`src/hw/rtl/b64d_pkg.sv`:
```
// ----------------------------------------------------------------------------
// b64d_pkg
// Shared types, constants and functions of the base64 stream decoder.
// ----------------------------------------------------------------------------
package b64d_pkg;

    localparam int B64D_QUEUE_DEPTH = 2;
    localparam logic [15:0] B64D_LEN_MAX = 16'hFFFF;

    localparam logic [7:0] CHAR_PAD   = 8'h3D;  // '='
    localparam logic [7:0] CHAR_PLUS  = 8'h2B;  // '+'
    localparam logic [7:0] CHAR_SLASH = 8'h2F;  // '/'
    localparam logic [7:0] CHAR_UC_A  = 8'h41;
    localparam logic [7:0] CHAR_UC_Z  = 8'h5A;
    localparam logic [7:0] CHAR_LC_A  = 8'h61;
    localparam logic [7:0] CHAR_LC_Z  = 8'h7A;
    localparam logic [7:0] CHAR_D0    = 8'h30;
    localparam logic [7:0] CHAR_D9    = 8'h39;

    localparam logic [5:0] SEXT_LC_BASE = 6'd26;
    localparam logic [5:0] SEXT_DG_BASE = 6'd52;
    localparam logic [5:0] SEXT_PLUS    = 6'd62;
    localparam logic [5:0] SEXT_SLASH   = 6'd63;

    typedef struct packed {
        logic       valid;
        logic       pad;
        logic [5:0] sextet;
    } b64d_class_t;

    // Compacted output bytes of one item: cnt bytes from bytes[0] up,
    // cnt of zero with eot set is a bare end mark.
    typedef struct packed {
        logic [2:0][7:0] bytes;
        logic [1:0]      cnt;
        logic            eot;
    } b64d_job_t;

    function automatic b64d_class_t classify(input logic [7:0] c);
        b64d_class_t r;
        logic [7:0]  d;
        r = '0;
        d = '0;
        if (c >= CHAR_UC_A && c <= CHAR_UC_Z)
        begin
            d        = c - CHAR_UC_A;
            r.valid  = 1'b1;
            r.sextet = d[5:0];
        end
        else if (c >= CHAR_LC_A && c <= CHAR_LC_Z)
        begin
            d        = c - CHAR_LC_A;
            r.valid  = 1'b1;
            r.sextet = d[5:0] + SEXT_LC_BASE;
        end
        else if (c >= CHAR_D0 && c <= CHAR_D9)
        begin
            d        = c - CHAR_D0;
            r.valid  = 1'b1;
            r.sextet = d[5:0] + SEXT_DG_BASE;
        end
        else if (c == CHAR_PLUS)
        begin
            r.valid  = 1'b1;
            r.sextet = SEXT_PLUS;
        end
        else if (c == CHAR_SLASH || c == CHAR_PAD)
        begin
            r.valid  = 1'b1;
            r.pad    = (c == CHAR_PAD);
            r.sextet = SEXT_SLASH;
        end
        return r;
    endfunction

    function automatic b64d_job_t group_bytes(input logic [5:0] s1, input logic [5:0] s2,
                                              input logic [5:0] s3, input logic [5:0] s4,
                                              input logic skip2, input logic skip3);
        b64d_job_t  j;
        logic [7:0] b0;
        logic [7:0] b1;
        logic [7:0] b2;
        b0 = {s1, s2[5:4]};
        b1 = {s2[3:0], s3[5:2]};
        b2 = {s3[1:0], s4};
        j  = '0;
        j.bytes[0] = b0;
        if (!skip2)
        begin
            j.bytes[1] = b1;
            j.bytes[2] = b2;
            j.cnt      = skip3 ? 2'd2 : 2'd3;
        end
        else
        begin
            j.bytes[1] = b2;
            j.cnt      = skip3 ? 2'd1 : 2'd2;
        end
        return j;
    endfunction

endpackage

```
`src/hw/rtl/b64d_front.sv`:
```
// ----------------------------------------------------------------------------
// b64d_front
// Classifies characters, holds the partial group and builds byte jobs.
// ----------------------------------------------------------------------------
module b64d_front
    import b64d_pkg::*;
(
    input  logic      clk,
    input  logic      rst_n,
    input  logic      accept,
    input  logic [7:0] char_in,
    input  logic      end_of_text,
    output logic      job_valid,
    output b64d_job_t job
);

    logic [17:0] held_reg;
    logic [17:0] held_next;
    logic [1:0]  count_reg;
    logic [1:0]  count_next;
    logic        twp_reg;
    logic        twp_next;

    b64d_class_t cls;
    logic        complete;
    logic [17:0] held_mid;
    logic [1:0]  count_mid;
    logic        twp_mid;
    logic [17:0] h;

    always_comb
    begin
        cls       = classify(char_in);
        complete  = cls.valid && (count_reg == 2'd3);
        held_mid  = held_reg;
        count_mid = count_reg;
        twp_mid   = twp_reg;
        if (complete)
        begin
            held_mid  = '0;
            count_mid = '0;
            twp_mid   = 1'b0;
        end
        else if (cls.valid)
        begin
            held_mid  = {held_reg[11:0], cls.sextet};
            count_mid = count_reg + 2'd1;
            if (count_reg == 2'd2)
            begin
                twp_mid = cls.pad;
            end
        end

        case (count_mid)
            2'd1:    h = {held_mid[5:0], 12'd0};
            2'd2:    h = {held_mid[11:0], 6'd0};
            default: h = held_mid;
        endcase

        job_valid = accept && (complete || end_of_text);
        if (complete)
        begin
            job = group_bytes(held_reg[17:12], held_reg[11:6], held_reg[5:0],
                              cls.sextet, twp_reg, cls.pad);
        end
        else if (count_mid != 2'd0)
        begin
            job = group_bytes(h[17:12], h[11:6], h[5:0], 6'd0,
                              (count_mid == 2'd3) && twp_mid, 1'b0);
        end
        else
        begin
            job = '0;
        end
        job.eot = end_of_text;

        held_next  = held_reg;
        count_next = count_reg;
        twp_next   = twp_reg;
        if (accept)
        begin
            if (end_of_text)
            begin
                held_next  = '0;
                count_next = '0;
                twp_next   = 1'b0;
            end
            else
            begin
                held_next  = held_mid;
                count_next = count_mid;
                twp_next   = twp_mid;
            end
        end
    end

    always_ff @(posedge clk or negedge rst_n)
    begin
        if (!rst_n)
        begin
            held_reg  <= '0;
            count_reg <= '0;
            twp_reg   <= 1'b0;
        end
        else
        begin
            held_reg  <= held_next;
            count_reg <= count_next;
            twp_reg   <= twp_next;
        end
    end

endmodule

```
`src/hw/rtl/b64d_queue.sv`:
```
// ----------------------------------------------------------------------------
// b64d_queue
// Short job queue between front and back.
// ----------------------------------------------------------------------------
module b64d_queue
    import b64d_pkg::*;
#(
    parameter int DEPTH = B64D_QUEUE_DEPTH
)
(
    input  logic      clk,
    input  logic      rst_n,
    input  logic      push,
    input  b64d_job_t push_job,
    output logic      full,
    input  logic      pop,
    output logic      not_empty,
    output b64d_job_t head
);

    localparam int PW = (DEPTH > 1) ? $clog2(DEPTH) : 1;
    localparam int CW = $clog2(DEPTH + 1);
    localparam logic [PW-1:0] LAST_PTR = PW'(DEPTH - 1);
    localparam logic [CW-1:0] DEPTH_C  = CW'(DEPTH);

    b64d_job_t     mem [DEPTH];
    logic [PW-1:0] wr_ptr_reg;
    logic [PW-1:0] rd_ptr_reg;
    logic [CW-1:0] count_reg;

    assign full      = (count_reg == DEPTH_C);
    assign not_empty = (count_reg != '0);
    assign head      = mem[rd_ptr_reg];

    always_ff @(posedge clk)
    begin
        if (push)
        begin
            mem[wr_ptr_reg] <= push_job;
        end
    end

    always_ff @(posedge clk or negedge rst_n)
    begin
        if (!rst_n)
        begin
            wr_ptr_reg <= '0;
            rd_ptr_reg <= '0;
            count_reg  <= '0;
        end
        else
        begin
            if (push)
            begin
                wr_ptr_reg <= (wr_ptr_reg == LAST_PTR) ? '0 : wr_ptr_reg + 1'b1;
            end
            if (pop)
            begin
                rd_ptr_reg <= (rd_ptr_reg == LAST_PTR) ? '0 : rd_ptr_reg + 1'b1;
            end
            if (push && !pop)
            begin
                count_reg <= count_reg + 1'b1;
            end
            else if (pop && !push)
            begin
                count_reg <= count_reg - 1'b1;
            end
        end
    end

endmodule

```
`src/hw/rtl/b64d_back.sv`:
```
// ----------------------------------------------------------------------------
// b64d_back
// Serializes job bytes into result items and keeps the decoded length.
// ----------------------------------------------------------------------------
module b64d_back
    import b64d_pkg::*;
(
    input  logic        clk,
    input  logic        rst_n,
    input  logic        job_ready,
    input  b64d_job_t   job,
    output logic        job_pop,
    output logic        out_valid,
    input  logic        out_ready,
    output logic [7:0]  data_byte,
    output logic        has_data,
    output logic        last,
    output logic [15:0] decoded_length
);

    logic [1:0]  sel_reg;
    logic [1:0]  sel_next;
    logic [15:0] total_reg;
    logic [15:0] total_next;
    logic        valid_reg;
    logic [7:0]  byte_reg;
    logic        has_reg;
    logic        last_reg;
    logic [15:0] len_reg;

    logic        load;
    logic        final_byte;
    logic [15:0] total_inc;

    assign out_valid      = valid_reg;
    assign data_byte      = byte_reg;
    assign has_data       = has_reg;
    assign last           = last_reg;
    assign decoded_length = len_reg;

    always_comb
    begin
        load       = job_ready && (!valid_reg || out_ready);
        final_byte = (sel_reg == job.cnt - 2'd1);
        total_inc  = (total_reg == B64D_LEN_MAX) ? total_reg : total_reg + 16'd1;
        job_pop    = load && ((job.cnt == 2'd0) || final_byte);
        sel_next   = sel_reg;
        total_next = total_reg;
        if (load)
        begin
            if (job.cnt == 2'd0)
            begin
                total_next = '0;
            end
            else if (final_byte)
            begin
                sel_next   = '0;
                total_next = job.eot ? 16'd0 : total_inc;
            end
            else
            begin
                sel_next   = sel_reg + 2'd1;
                total_next = total_inc;
            end
        end
    end

    always_ff @(posedge clk or negedge rst_n)
    begin
        if (!rst_n)
        begin
            sel_reg   <= '0;
            total_reg <= '0;
            valid_reg <= 1'b0;
        end
        else
        begin
            sel_reg   <= sel_next;
            total_reg <= total_next;
            if (load)
            begin
                valid_reg <= 1'b1;
            end
            else if (out_ready)
            begin
                valid_reg <= 1'b0;
            end
        end
    end

    always_ff @(posedge clk)
    begin
        if (load)
        begin
            if (job.cnt == 2'd0)
            begin
                byte_reg <= '0;
                has_reg  <= 1'b0;
                last_reg <= 1'b1;
                len_reg  <= total_reg;
            end
            else
            begin
                byte_reg <= job.bytes[sel_reg];
                has_reg  <= 1'b1;
                last_reg <= job.eot && final_byte;
                len_reg  <= total_inc;
            end
        end
    end

endmodule

```
`src/hw/rtl/base64_stream_decoder.sv`:
```
// ----------------------------------------------------------------------------
// base64_stream_decoder
// Streaming base64 decoder, one character per item in, one byte per item out.
// ----------------------------------------------------------------------------
// Input channel s_*: s_tdata[7:0] is a character, s_tlast marks end of text.
// Characters outside the base64 alphabet are dropped; '=' counts as a sextet.
// Output channel m_*: m_tdata[7:0] decoded byte, m_tdata[23:8] running
// decoded length (saturates at 65535), m_tuser set when a byte is carried,
// m_tlast on the final item of a text. A text with nothing pending at its
// end gives one item with m_tuser low and m_tlast high.
// Throughput: one character per cycle while s_tready is high; the back end
// gives one item per cycle while m_tready is high, so a burst of end-of-text
// groups can hold s_tready low while the job queue is full.
// A byte goes from the front into the queue, then from the queue head into
// the output register, before it shows on m_*.
// Reset clears the held group, the queue and the output valid flag.
// When m_tready is low the output item holds, the queue fills, then s_tready
// drops; nothing is lost.
// ----------------------------------------------------------------------------
module base64_stream_decoder
    import b64d_pkg::*;
#(
    parameter int QUEUE_DEPTH = B64D_QUEUE_DEPTH
)
(
    input  logic        clk,
    input  logic        rst_n,
    input  logic        s_tvalid,
    output logic        s_tready,
    input  logic [7:0]  s_tdata,   // [7:0] char_in
    input  logic        s_tlast,   // end_of_text
    output logic        m_tvalid,
    input  logic        m_tready,
    output logic [23:0] m_tdata,   // [7:0] data_byte, [23:8] decoded_length
    output logic        m_tuser,   // [0] has_data
    output logic        m_tlast    // last
);

    logic      full;
    logic      accept;
    logic      job_valid;
    b64d_job_t job;
    logic      q_pop;
    logic      q_not_empty;
    b64d_job_t q_head;
    logic [7:0]  data_byte;
    logic [15:0] decoded_length;

    assign s_tready = !full;
    assign accept   = s_tvalid && s_tready;
    assign m_tdata  = {decoded_length, data_byte};

    b64d_front u_front
    (
        .clk         (clk),
        .rst_n       (rst_n),
        .accept      (accept),
        .char_in     (s_tdata),
        .end_of_text (s_tlast),
        .job_valid   (job_valid),
        .job         (job)
    );

    b64d_queue #(.DEPTH(QUEUE_DEPTH)) u_queue
    (
        .clk       (clk),
        .rst_n     (rst_n),
        .push      (job_valid),
        .push_job  (job),
        .full      (full),
        .pop       (q_pop),
        .not_empty (q_not_empty),
        .head      (q_head)
    );

    b64d_back u_back
    (
        .clk            (clk),
        .rst_n          (rst_n),
        .job_ready      (q_not_empty),
        .job            (q_head),
        .job_pop        (q_pop),
        .out_valid      (m_tvalid),
        .out_ready      (m_tready),
        .data_byte      (data_byte),
        .has_data       (m_tuser),
        .last           (m_tlast),
        .decoded_length (decoded_length)
    );

endmodule

```
`config.mk`:
```
export PLATFORM = sky130hd
export DESIGN_NAME = base64_stream_decoder
export DESIGN_NICKNAME = d
export VERILOG_FILES = /design/src/hw/rtl/b64d_pkg.sv /design/src/hw/rtl/b64d_front.sv /design/src/hw/rtl/b64d_queue.sv /design/src/hw/rtl/b64d_back.sv /design/src/hw/rtl/base64_stream_decoder.sv
export SDC_FILE = /design/constraint.sdc
export NUM_CORES = 1
export LEC_CHECK = 0
export BUFFER_PORTS_ARGS = -buffer_cell sky130_fd_sc_hd__buf_2
export CORE_AREA = 2 2 159 161
export CTS_CLUSTER_SIZE = 8
export DETAILED_ROUTE_END_ITERATION = 16
export DIE_AREA = 0 0 161 163
export PLACE_DENSITY = 0.54
export SYNTH_ARGS = -nofsm -noshare
export SYNTH_HDL_FRONTEND = slang
export SYNTH_HIERARCHICAL = 1
export SYNTH_SLANG_ARGS = --single-unit
```
`constraint.sdc`:
```
create_clock -name clk -period 3.2 [get_ports clk]
set_input_delay 0 -clock clk [delete_from_list [all_inputs] [get_ports clk]]
set_output_delay 0 -clock clk [all_outputs]
set_load 0.01 [all_outputs]
```
* Word level (Yosys, flattened, before mapping)
Memory sizes are Yosys's and may differ from the RTL's.
Cells that the tools add are included.
** Word-level totals
- Output and inout port bits :: 28
- Register bits :: 70
- Memories :: 1
- Input bits :: 13
- Logic and storage cells :: 127
- RAM bits :: 54
** Cells by class
- Reductions and logical operators :: 26
- Bitwise logic cells :: 1
- Add/sub/neg operators :: 13
- $lt $le $gt $ge :: 7
- Equal/unequal tests :: 11
- Muxes and demuxes :: 55
** Memories
- u_queue.mem :: depth 2, bits a word 27, rd ports 1, clocked after Yosys merged registers in 0, write ports 1, line b64d_queue.sv:26 : b64d_job_t mem [DEPTH];
** Operators by type and width (number)
- $mux W16 :: 5
- $mux W8 :: 10
- $mux W18 :: 3
- $mux W27 :: 2
- $pmux W18 S2 :: 1
- $eq A8 B6 Y1 const B :: 3
- $mux W6 :: 4
- $mux W1 :: 21
- $add A16 B1 Y16 const B :: 1
- $bmux W8 S2 :: 1
- $eq A16 B16 Y1 const B :: 1
- $ge A8 B7 Y1 const B :: 2
- $le A8 B7 Y1 const B :: 2
- $mux W2 :: 8
- $logic_and A1 B1 Y1 :: 12
- $sub A6 B6 Y6 const B :: 2
- $eq A2 B2 Y1 const B :: 5
- $ge A8 B6 Y1 const B :: 1
- $le A8 B6 Y1 const B :: 1
- $reduce_bool A2 Y1 :: 4
- $add A2 B1 Y2 const B :: 3
- $add A6 B5 Y6 const B :: 1
- $add A6 B6 Y6 const B :: 1
- $sub A6 B1 Y6 const B :: 1
- other kinds (10) :: 18

* Logic depth before layout (Yosys ltp)
Gate-level depths: netlist of the first run.
- Depth in word-level cells :: 18
- Depth in mapped cells :: 16
- Gate-level depth less buffers :: 12

* Cells and area by module
The synthesis of the first run kept the hierarchy.
** By module, submodules not included
- b64d_back :: cells an instance 260, instances 1, sequential area each 1256.2 µm², area each 2605.0 µm²
- b64d_front :: cells an instance 282, instances 1, sequential area each 525.5 µm², area each 2409.8 µm²
- b64d_queue :: cells an instance 100, instances 1, sequential area each 1721.7 µm², area each 2237.1 µm²
- base64_stream_decoder :: cells an instance 2, instances 1, sequential area each 0.0 µm², area each 10.0 µm²

* Worst setup path after synthesis of the first run
OpenSTA, ideal clock, no wires.
- Path type :: input-to-reg
- From :: in s_tdata[2]
- To :: mem u_queue/mem[0][0] in the netlist's numbering (enable)
- Setup time :: 414 ps
- Stages :: 12
- Data arrival time :: 3099 ps
- Buffers on the path :: 3
- Required time :: 2786 ps
- Slack :: -313 ps
- Cell sequence :: buf_2 inv_1 ha_1 nor4bb_4 nor3b_4 a22oi_2 buf_4 nor2_1 buf_2 nor2_1 nor2_1 nor2b_1
** On the way
- Cells in the longest elaborated chain, start to end :: 16
- Elaborated cells on any way between the ends :: 27
- Classes of those cells :: 6 x order compare; 3 x eq/ne; 11 x mux; 7 x reduce/logical
** Ends and longest elaborated chain
- from (decl) :: line base64_stream_decoder.sv:30 : input logic [7:0] s_tdata,
- $eq A8 B6 Y1 :: line b64d_pkg.sv:67 : else if (c == CHAR_SLASH || c == CHAR_PAD)
- $logic_or A1 B1 Y1 :: line b64d_pkg.sv:67
- $mux W8 :: line b64d_pkg.sv:67
- $mux W8 :: line b64d_pkg.sv:62 : else if (c == CHAR_PLUS)
- $mux W8 :: line b64d_pkg.sv:56 : else if (c >= CHAR_D0 && c <= CHAR_D9)
- $mux W8 :: line b64d_pkg.sv:50 : else if (c >= CHAR_LC_A && c <= CHAR_LC_Z)
- $mux W8 :: line b64d_pkg.sv:44 : if (c >= CHAR_UC_A && c <= CHAR_UC_Z)
- $mux W1 :: line b64d_pkg.sv:62
- $mux W1 :: line b64d_pkg.sv:56
- $mux W1 :: line b64d_pkg.sv:50
- $mux W1 (*) :: line b64d_pkg.sv:44
- $logic_and A1 B1 Y1 (*) :: line b64d_front.sv:34 : complete = cls.valid && (count_reg == 2'd3);
- $logic_or A1 B1 Y1 (*) :: line b64d_front.sv:60 : job_valid = accept && (complete || end_of_text);
- $logic_and A1 B1 Y1 (*) :: line b64d_front.sv:60
- named net job_valid :: line base64_stream_decoder.sv:41 : logic job_valid;
- $mux W1 (*) :: line b64d_queue.sv:37 : if (push)
- $mux W1 (not written as such) (*) :: line b64d_queue.sv:39 : mem[wr_ptr_reg] <= push_job;
- to (decl) :: line b64d_queue.sv:26
The timed path passes the listed nets; every way through them passes the cells marked *. The select of a mux whose other input is x is not followed.

==> flow_summary.json, run 1 <==
{
  "routedWlPerCell_um": 17.8,
  "netSwitchingFraction_pct": 36.1,
  "synth_enable_flop_cells": 80,
  "antenna_cells": 0,
  "synth_cells": 644,
  "hold_path.class": "input port to flip-flop",
  "ys.flop_type": "edfxtp_1",
  "run_status": "complete, no violations",
  "tightest_slew_ns": 0.798,
  "ios": 41,
  "start_kind": "input port",
  "dp_hpwl_mm": 12.6,
  "antenna_found_initial": 0,
  "critPathSlowestCell": "a221oi_2",
  "initial_core_util_pct": 29.4,
  "synth_nets": 671,
  "viasPerCell": 5.33,
  "grt_max_degree": 45,
  "grt_pass1_wl_mm": 29.5,
  "fmax_mhz": 405,
  "skew_ns": 0.0136,
  "clk_latency_ns": 0.42,
  "slowest_delay_ns": 0.55,
  "cp-startpoint": "s_tdata[0]",
  "yosysSeqAreaShare_pct": 48.2,
  "worstSetupEndpointType": "flip-flop",
  "grt_usage_pct": 14.4,
  "hold_ws_ns": 0.0961,
  "criticalPathCategory": "input port to flip-flop",
  "critPathRequiredTime_ns": 3.33,
  "slew_headroom_pct": 46.6,
  "avgSynthCellArea_um2": 11.3,
  "fp.coreArea_um2": 24700,
  "ys_ff_latch": 124,
  "area_delta_synth_final_pct": 15.4,
  "layout_setup_ws_ns": 0.731,
  "rsz0062_at_grt": "false",
  "place_ws_ns": 0.367,
  "power.leakage_nw": 3.21,
  "r2r_end": "u_queue/count_reg[1]",
  "fin_util_pct": 34.0,
  "cts_tree": "built",
  "grt_pass1_vias": 5166,
  "finalSetupTns_ns": 0,
  "vias": 5488,
  "synth_top_area_share_pct": 33.1,
  "yosys_warnings": 6,
  "cts_setup_buffers": 0,
  "drive_above_1_share_pct": 21.9,
  "die_w_um": 161,
  "synth.largest_area_cell": "edfxtp_1",
  "ys_types": 88,
  "critPathTopFamily": "compound AO/OA/AOI/OAI gates",
  "holdPathStages": 3,
  "cts_max_path_buffers": 2,
  "syn_area_um2": 7260,
  "power_density_nw_per_um2": 771,
  "cts_buffers": 17,
  "path_clk_slew_ns": 0.06,
  "finalNonFillerCells": 1029,
  "finalCriticalPeriod_ns": 2.47,
  "r2r-start": "u_queue/rd_ptr_reg",
  "gp_congestion": 0.904,
  "cts.sinks": 124,
  "largest_reg_flops": 54,
  "drtAntennaViolNets": 0,
  "finalMaxSlewViolations": 0,
  "clockPowerShare_pct": 27.0,
  "hold_end": "u_front/twp_reg",
  "synth.most_common_cell": "edfxtp_1",
  "grt_overflow": 0,
  "async_flop_share_pct": 35.5,
  "path_max_fanout": 8,
  "setup_viol": 0,
  "seq_power_share_pct": 37.9,
  "switching_power_mw": 2.33,
  "root_buffer": "clkbuf_16",
  "reg2reg_depth": 10,
  "h-tree-depth": 4,
  "place_inst": 994,
  "io_buffer_count": 40,
  "route.detailed.drc": 0,
  "layout.nets": 713,
  "drtPass1Iterations": 5,
  "synth_common_cells": "80 x edfxtp_1, 55 x nor2_1, 44 x dfrtp_1",
  "maxCapViolations": 0,
  "worstPathArrival_ns": 2.60,
  "rrSetupSlack_ns": 0.75,
  "irDropWorstVdd_mv": 0.421,
  "cellInternalPower_mw": 4.13,
  "cp.buffers_inverters": 2,
  "share_comb_of_total_power_pct": 35.0,
  "drt_iter0_drc": 446,
  "report.final.hold_viol_count": 0,
  "rows": 58,
  "synth_area_leaders": "edfxtp_1 33%, dfrtp_1 15%, mux2_4 4.1%",
  "wl_mm": 18.3,
  "cp_cell_sequence": "buf_2 -> inv_1 -> ha_1 -> nor4bb_4 -> nor2_1 -> and2_1 -> a221oi_2 -> a2bb2oi_1 -> o211ai_1",
  "post-route-period-util_pct": 77.2,
  "min_from": "s_tvalid",
  "dieArea_um2": 26200,
  "fp.dieH_um": 163
}
## worst min-delay path, stage by stage
cell	delay [ns]
buf_2	0.09
nor2b_1	0.19
o22ai_1	0.17
## worst max-delay path by stage
stage                                end  slack [ns]  depth (start not counted)
floorplan              u_queue/mem[0][0]        0.18                         12
global placement       u_queue/mem[0][8]        0.44                         10
detailed placement     u_queue/mem[0][6]        0.37                          9
CTS                 u_queue/count_reg[1]        0.72                         10
global route           u_queue/mem[0][6]        0.51                          9
finish                 u_queue/mem[1][6]        0.73                          9
## layout by cell type, fill, tap and decap left out, drive strengths merged, types with 6 or more instances in the layout
cell type,instances
and3,10
a2bb2oi,6
a22o,13
nand2,37
a41oi,6
inv,29
o211ai,16
a31oi,16
nor2b,9
mux2i,17
ha,14
clkbuf,23
nor3,14
nand4,8
clkinv,8
dfrtp,44
xnor2,9
o2bb2ai,7
buf,62
o22ai,8
a21oi,24
a211o,7
nand3,27
xor2,9
edfxtp,80
nor2,55
o21ai,17
mux2,36
## metrics by stage
stage | area (µm²) | power (mW)
floorplan | 7260 | 4.09
global placement | 7800 | 4.75
detailed placement | 7800 | 4.76
CTS | 8380 | 6.52
global route | 8380 | 6.87
finish | 8380 | 6.46
## what timing repair did
item | 4_1_cts | 5_1_grt
resized for setup | 0 | 0
hold buffers | 3 | 0
endpoints found under the hold margin | 47 | 0
## power groups by stage
stage	Sequential [mW]	Clock, mW	Combinational (mW)
finish	2.45	1.75	2.26
global route	2.50	1.86	2.51
CTS	2.45	1.79	2.28
detailed placement	2.48	0	2.27
global placement	2.48	0	2.27
floorplan	2.43	0	1.66
## cell families after synthesis
| kind of cell | after synthesis | synth area share (%) |
|---|---|---|
| DFF | 124 | 48.2 |
| and+or+nand+nor | 195 | 15.1 |
| adders and majority gates | 14 | 2.41 |
| muxes | 53 | 9.01 |
| buffers and inverters | 71 | 5.15 |
| xor gates and xnor gates | 18 | 2.17 |
| AOI/OAI and AO/OA | 169 | 17.9 |
## final cells by class
type	count	area, µm²
flip-flops and latches	124	3500
inverters	29	109
well taps	330	413
clock buffers	23	479
repair buffers	65	420
clock inverters	9	66.3
fillers	2505	16300
multi-input cells	449	3390
## per-layer routing
metal | vias to the layer above | GRT usage (%) | share of wire, %
met1 | 2683 | 20.5 | 47
met3 | 24 | 2.93 | 7.2
met5 | - | 0 | 0
met4 | 0 | 5.15 | 1.5
met2 | 219 | 21.8 | 45
li1 | 2562 | - | -
(Power assumes the default switching activity.)
==> run 2, diff against run 1 <==
--- a/config.mk
+++ b/config.mk
@@ -5,12 +5,13 @@
 export SDC_FILE = /design/constraint.sdc
 export NUM_CORES = 1
 export LEC_CHECK = 0
+export ABC_AREA = 1
 export BUFFER_PORTS_ARGS = -buffer_cell sky130_fd_sc_hd__buf_2
 export CORE_AREA = 2 2 159 161
 export CTS_CLUSTER_SIZE = 8
 export DETAILED_ROUTE_END_ITERATION = 16
 export DIE_AREA = 0 0 161 163
-export PLACE_DENSITY = 0.54
+export PLACE_DENSITY = 0.53
 export SYNTH_ARGS = -nofsm -noshare
 export SYNTH_HDL_FRONTEND = slang
 export SYNTH_HIERARCHICAL = 1
==> constraint.sdc (replaced) <==
create_clock -name clk -period 2.5 [get_ports clk]
set_input_delay 0 -clock clk [delete_from_list [all_inputs] [get_ports clk]]
set_output_delay 0 -clock clk [all_outputs]
set_load 0.01 [all_outputs]
==> run 2 against run 1 <==
Hold slack better by 0.056 ns. Register-to-register slack worse by 0.57 ns. First-iteration DRC count down 26%. Synthesized cell count up 28%. Sequential share of layout area down 1.2 points. Critical path depth up 3. Core utilization up 0.99 points. Combinational power up 50%. Sequential power up 33%. Clock power up 58%. Sequential cell count unchanged. Die area unchanged. Critical path type is now flip-flop to flip-flop. Critical endpoint is now u_queue/count_reg[1]. Largest cell class unchanged. Largest power group is now combinational logic.
==> flow_summary.json, run 2 <==
{
  "run_status": "complete, no violations",
  "fp.dieH_um": 163,
  "antenna_found_initial": 0,
  "io_buffer_count": 40,
  "skew_ns": 0.0138,
  "critPathRequiredTime_ns": 2.80,
  "tightest_slew_ns": 0.642,
  "cts_max_path_buffers": 2,
  "synth-simple-area-share_pct": 25.8,
  "fin_area_um2": 8620,
  "synthXorXnorAreaFrac_pct": 1.81,
  "drive_above_1_share_pct": 20.5,
  "setup_viol": 0,
  "grt_pass1_vias": 5638,
  "finalCriticalPeriod_ns": 2.32,
  "worstSetupEndpointType": "flip-flop",
  "cts_buffers": 17,
  "synth.largest_area_cell": "edfxtp_1",
  "root_buffer": "clkbuf_16",
  "irDropWorstVdd_mv": 0.547,
  "path_clk_slew_ns": 0.05,
  "maxCapViolations": 0,
  "rrSetupSlack_ns": 0.18,
  "yosys_warnings": 6,
  "fmax_mhz": 431,
  "fillers": 2550,
  "r2r-start": "u_queue/rd_ptr_reg",
  "report.final.hold_viol_count": 0,
  "hold_path.class": "input port to asynchronous set/reset pin",
  "drtPass1Iterations": 5,
  "synth_nets": 854,
  "place_inst": 1198,
  "post-route-period-util_pct": 92.8,
  "gp_congestion": 0.895,
  "drtAntennaViolNets": 0,
  "synth_area_leaders": "edfxtp_1 33%, dfrtp_1 15%, nand2_1 12%",
  "synth_top_area_share_pct": 33.2,
  "worstPathArrival_ns": 2.62,
  "die_w_um": 161,
  "cts_setup_buffers": 0,
  "ys_ff_latch": 124,
  "yosysSeqAreaShare_pct": 48.4,
  "r2r_end": "u_queue/count_reg[1]",
  "slew_headroom_pct": 57.2,
  "dieArea_um2": 26200,
  "ys_types": 42,
  "rows": 58,
  "hold_ws_ns": 0.152,
  "h-tree-depth": 4,
  "power.leakage_nw": 3.80,
  "synth_top_family_by_area": "simple AND/OR/NAND/NOR gates",
  "fp.coreArea_um2": 24700,
  "grt_overflow": 0,
  "yosys.area_share.adder_pct": 2.42,
  "avgSynthCellArea_um2": 8.75,
  "initial_core_util_pct": 29.3,
  "viasPerCell": 4.70,
  "grt_usage_pct": 14.6,
  "synth-compound-area-share_pct": 8.81,
  "layout.nets": 917,
  "place_ws_ns": -0.0778,
  "ios": 41,
  "dp_hpwl_mm": 13.4,
  "rsz0062_at_grt": "false",
  "regArea_um2": 3500,
  "final_cell_mix": "227 x nand2_1, 85 x inv_1, 80 x edfxtp_1",
  "grt_pass1_wl_mm": 29.8,
  "route.detailed.drc": 0,
  "ys.flop_type": "edfxtp_1",
  "layout_commonest_cell": "nand2_1",
  "place_area_um2": 7920,
  "synth_cells": 827,
  "largest_reg_flops": 54,
  "synth.mux.area_fraction_pct": 5.18,
  "clk_latency_ns": 0.42,
  "path_max_fanout": 5,
  "wl_mm": 18.2,
  "synth_enable_flop_cells": 80,
  "multi_input_area_um2": 3200,
  "layout_setup_ws_ns": 0.181,
  "criticalPathCategory": "flip-flop to flip-flop",
  "cts.sinks": 124,
  "antenna_cells": 0,
  "async_flop_share_pct": 35.5,
  "grt_max_degree": 36,
  "reg2reg_depth": 12,
  "synth.most_common_cell": "nand2_1",
  "routedWlPerCell_um": 14.7,
  "start_kind": "flip-flop",
  "power_density_nw_per_um2": 1090,
  "cts_tree": "built",
  "finalNonFillerCells": 1233,
  "area_delta_synth_final_pct": 19.1,
  "syn_area_um2": 7240,
  "drt_iter0_drc": 332,
  "synth_common_cells": "228 x nand2_1, 86 x inv_1, 80 x edfxtp_1",
  "p_total_mw": 9.39,
  "vias": 5790,
  "finalMaxSlewViolations": 0
}
run 2: cell count changes after synthesis, sizes merged, moves of 16 or more:
cell   before  now
nand3      27   56
mux2i      17    0
o22ai       8   25
nand2      37  248
o21ai      17   46
inv        29  101
a31oi      16    0
nor2       55   84
run 2: cell families (layout without fill, tap and decap cells):
kind of cell	after synthesis	in the layout
xor gates and xnor gates	15	15
buffers and inverters	126	202
DFF	124	124
muxes	27	27
AOI/OAI and AO/OA	110	110
and+or+nand+nor	411	411
adders and majority gates	14	14
run 2: worst max path at each step:
stage	slack, ns	start	end
2_1_floorplan	0.02	s_tdata[0]	u_queue/mem[0][0]
3_3_place_gp	-0.08	s_tdata[2]	u_queue/mem[1][22]
3_5_place_dp	-0.08	s_tdata[2]	u_queue/mem[1][20]
4_1_cts	0.03	u_queue/rd_ptr_reg	u_queue/count_reg[1]
5_1_grt	0.008	u_queue/rd_ptr_reg	u_queue/count_reg[1]
6_report	0.18	u_queue/rd_ptr_reg	u_queue/count_reg[1]
run 2: worst max-delay path, cell delays in order, from the launching register on:
cell and delay, ns:
dfrtp_2 0.45, mux2_4 0.32, inv_1 0.06, ha_1 0.23
xor2_1 0.20, nand2_2 0.13, a21oi_2 0.21, inv_1 0.06
ha_1 0.30, inv_1 0.08, nand3_1 0.08, nand2_1 0.06
nand2_1 0.04
run 2: what timing repair did:
item,4_1_cts,5_1_grt
hold buffers,3,0
endpoints found under the hold margin,25,0
setup endpoints to repair,0,1
resized for setup,0,3
run 2: per-layer routing:
metal | up-vias | global-route usage [%] | routed length, µm | part of all wire (%)
li1 | 2879 | - | - | -
met1 | 2740 | 18.4 | 8250 | 45
met2 | 149 | 24.7 | 8790 | 48
met3 | 22 | 2.80 | 775 | 4.3
met4 | 0 | 5.56 | 340 | 1.9
met5 | - | 0 | 0 | 0
run 2: area by class of cell:
type,count,area share [%]
multi-input cells,577,37.1
inverters,102,4.48
clock inverters,12,2.54
flip-flops and latches,124,40.6
well taps,330,4.79
clock buffers,20,5.18
repair buffers,68,5.28
run 2: power by group:
part	internal [mW]	total (mW)	leakage (nW)	switching, mW
clock network	1.89	2.76	0.320	0.874
logic	1.21	3.38	2.14	2.18
registers	2.93	3.25	1.34	0.312
run 2: through the flow:
step	setup TNS, ns	utilization [%]
floorplan	0	-
global placement	-4.27	32.1
detailed placement	-3.93	32.1
CTS	0	34.9
global route	0	34.9
finish	0	34.9
==> run 3, diff against run 2 <==
--- a/config.mk
+++ b/config.mk
@@ -5,7 +5,6 @@
 export SDC_FILE = /design/constraint.sdc
 export NUM_CORES = 1
 export LEC_CHECK = 0
-export ABC_AREA = 1
 export BUFFER_PORTS_ARGS = -buffer_cell sky130_fd_sc_hd__buf_2
 export CORE_AREA = 2 2 159 161
 export CTS_CLUSTER_SIZE = 8
==> run 3 against run 2 <==
Sequential power fell by 6%. Via count down 2.5%. Register-to-register slack lost 0.07 ns. Global-route usage is 1.1 points higher. Non-clock buffer count increased by 66. Fmax fell by 2.9%. First-iteration DRC count is 42% higher. Sequential share of layout area is 1.8 points lower. Critical endpoint is now u_queue/mem[0][16]. Largest cell class unchanged.
==> flow_summary.json, run 3 (synthesis gave the netlist of run 1 again) <==
{
  "run_status": "complete, no violations",
  "grt_max_degree": 36,
  "rows": 58,
  "root_buffer": "clkbuf_16",
  "routedWlPerCell_um": 17.6,
  "largest_reg_flops": 54,
  "cts_buffers": 17,
  "antenna_cells": 0,
  "drive_above_1_share_pct": 30.1,
  "rsz0062_at_grt": "false",
  "start_kind": "flip-flop",
  "viasPerCell": 5.14,
  "io_buffer_count": 40,
  "cts.sinks": 124,
  "cp_cell_sequence": "inv_1 -> ha_1 -> nand4b_1 -> o21ai_0 -> o21ai_1 -> buf_4 -> nand3_2 -> o221ai_1",
  "final_cell_mix": "86 x buf_4, 80 x edfxtp_1, 52 x nor2_1",
  "clk_latency_ns": 0.42,
  "wl_mm": 19.4,
  "power.leakage_nw": 3.58,
  "power_density_nw_per_um2": 994,
  "area_delta_synth_final_pct": 24.2,
  "drtPass1Iterations": 7,
  "ios": 41,
  "p_total_mw": 8.96,
  "skew_ns": 0.0128,
  "finalMaxSlewViolations": 0,
  "maxCapViolations": 0,
  "grt_pass1_vias": 5732,
  "finalCriticalPeriod_ns": 2.39,
  "tightest_slew_ns": 0.819,
  "h-tree-depth": 4,
  "min_from": "s_tvalid",
  "vias": 5647,
  "slew_headroom_pct": 45.1,
  "path_max_fanout": 7,
  "initial_core_util_pct": 29.4,
  "slowest_delay_ns": 0.41,
  "layout.nets": 782,
  "criticalPathCategory": "flip-flop to flip-flop",
  "grt_usage_pct": 15.7,
  "cts_tree": "built",
  "route.detailed.drc": 0,
  "grt_overflow": 0,
  "finalSetupTns_ns": 0,
  "fin_util_pct": 36.6,
  "antenna_found_initial": 0,
  "drtAntennaViolNets": 0,
  "irDropWorstVdd_mv": 0.464,
  "setup_viol": 0,
  "hold_path.class": "input port to flip-flop",
  "worstSetupEndpointType": "flip-flop",
  "path_clk_slew_ns": 0.06,
  "fp.dieH_um": 163,
  "layout_commonest_cell": "buf_4",
  "post-route-period-util_pct": 95.5,
  "critPathRequiredTime_ns": 2.63,
  "r2r-start": "u_front/count_reg[0]",
  "fmax_mhz": 419,
  "cp-startpoint": "u_front/count_reg[0]",
  "worstPathArrival_ns": 2.52,
  "dp_hpwl_mm": 13.8,
  "report.final.hold_viol_count": 0,
  "gp_congestion": 0.875,
  "fp.coreArea_um2": 24700,
  "critPathSlowestCell": "o21ai_0",
  "drt_iter0_drc": 470,
  "dieArea_um2": 26200,
  "grt_pass1_wl_mm": 32.0,
  "die_w_um": 161,
  "cts_max_path_buffers": 2
}
## run 3: cell type report
| class | instances | area [µm²] |
|---|---|---|
| clock buffer | 22 | 464 |
| clock inverter | 10 | 138 |
| fill | 2440 | 15700 |
| inverter | 29 | 109 |
| multi-input combinational | 449 | 3420 |
| sequential | 124 | 3500 |
| tap | 330 | 413 |
| timing repair buffer | 134 | 976 |
## run 3: worst paths after layout
| check | endpoint | slack (ns) | depth (start not counted) |
|---|---|---|---|
| max in group asynchronous | u_front/held_reg[5] | 1.67 | 3 |
| min in group asynchronous | u_back/total_reg[14] | 0.19 | 2 |
| hold / removal | u_front/twp_reg | 0.06 | 4 |
| hold reg to reg | u_queue/count_reg[1] | 0.47 | 1 |
| setup reg to reg | u_queue/mem[0][16] | 0.11 | 8 |
| setup / recovery | u_queue/mem[0][16] | 0.11 | 8 |
## run 3: through the flow
step           setup WS, ns  area [µm²]  cells  hold WS (ns)
6_report              0.112        9020   1098        0.0587
5_1_grt            0.000667        9020   1098         0.102
4_1_cts              0.0519        9010   1098        0.0531
3_5_place_dp       0.000213        8380   1063         0.120
3_3_place_gp         0.0340        8380   1063         0.111
2_1_floorplan        0.0121        7300    644        -0.296
## run 3: power breakdown
part | leakage, nW | switching (mW) | internal, mW
registers | 1.35 | 0.275 | 2.79
clock network | 0.291 | 0.897 | 1.62
logic | 1.93 | 1.93 | 1.45
total | 3.58 | 3.11 | 5.86
## run 3: layer usage
metal | global-route usage (%) | vias up | part of all wire, %
met5 | 0 | - | 0
met3 | 3.00 | 25 | 4.7
met4 | 5.32 | 0 | 1.8
li1 | - | 2698 | -
met1 | 21.7 | 2772 | 47
met2 | 24.6 | 152 | 47
## run 3: what timing repair did
item / CTS / global route
resized for setup: 0 / 4
hold buffers: 3 / 0
endpoints found under the setup margin: 0 / 5
setup buffers: 0 / 0
hold endpoints to repair: 28 / 0
## run 3: critical path, delay by kind of cell, from the launching register on
kind / cells / cell delay (ns)
DFF: 1 / 0.40
adders and majority gates: 1 / 0.21
and+or+nand+nor: 2 / 0.27
AOI/OAI and AO/OA: 3 / 0.88
buffers and inverters: 2 / 0.32
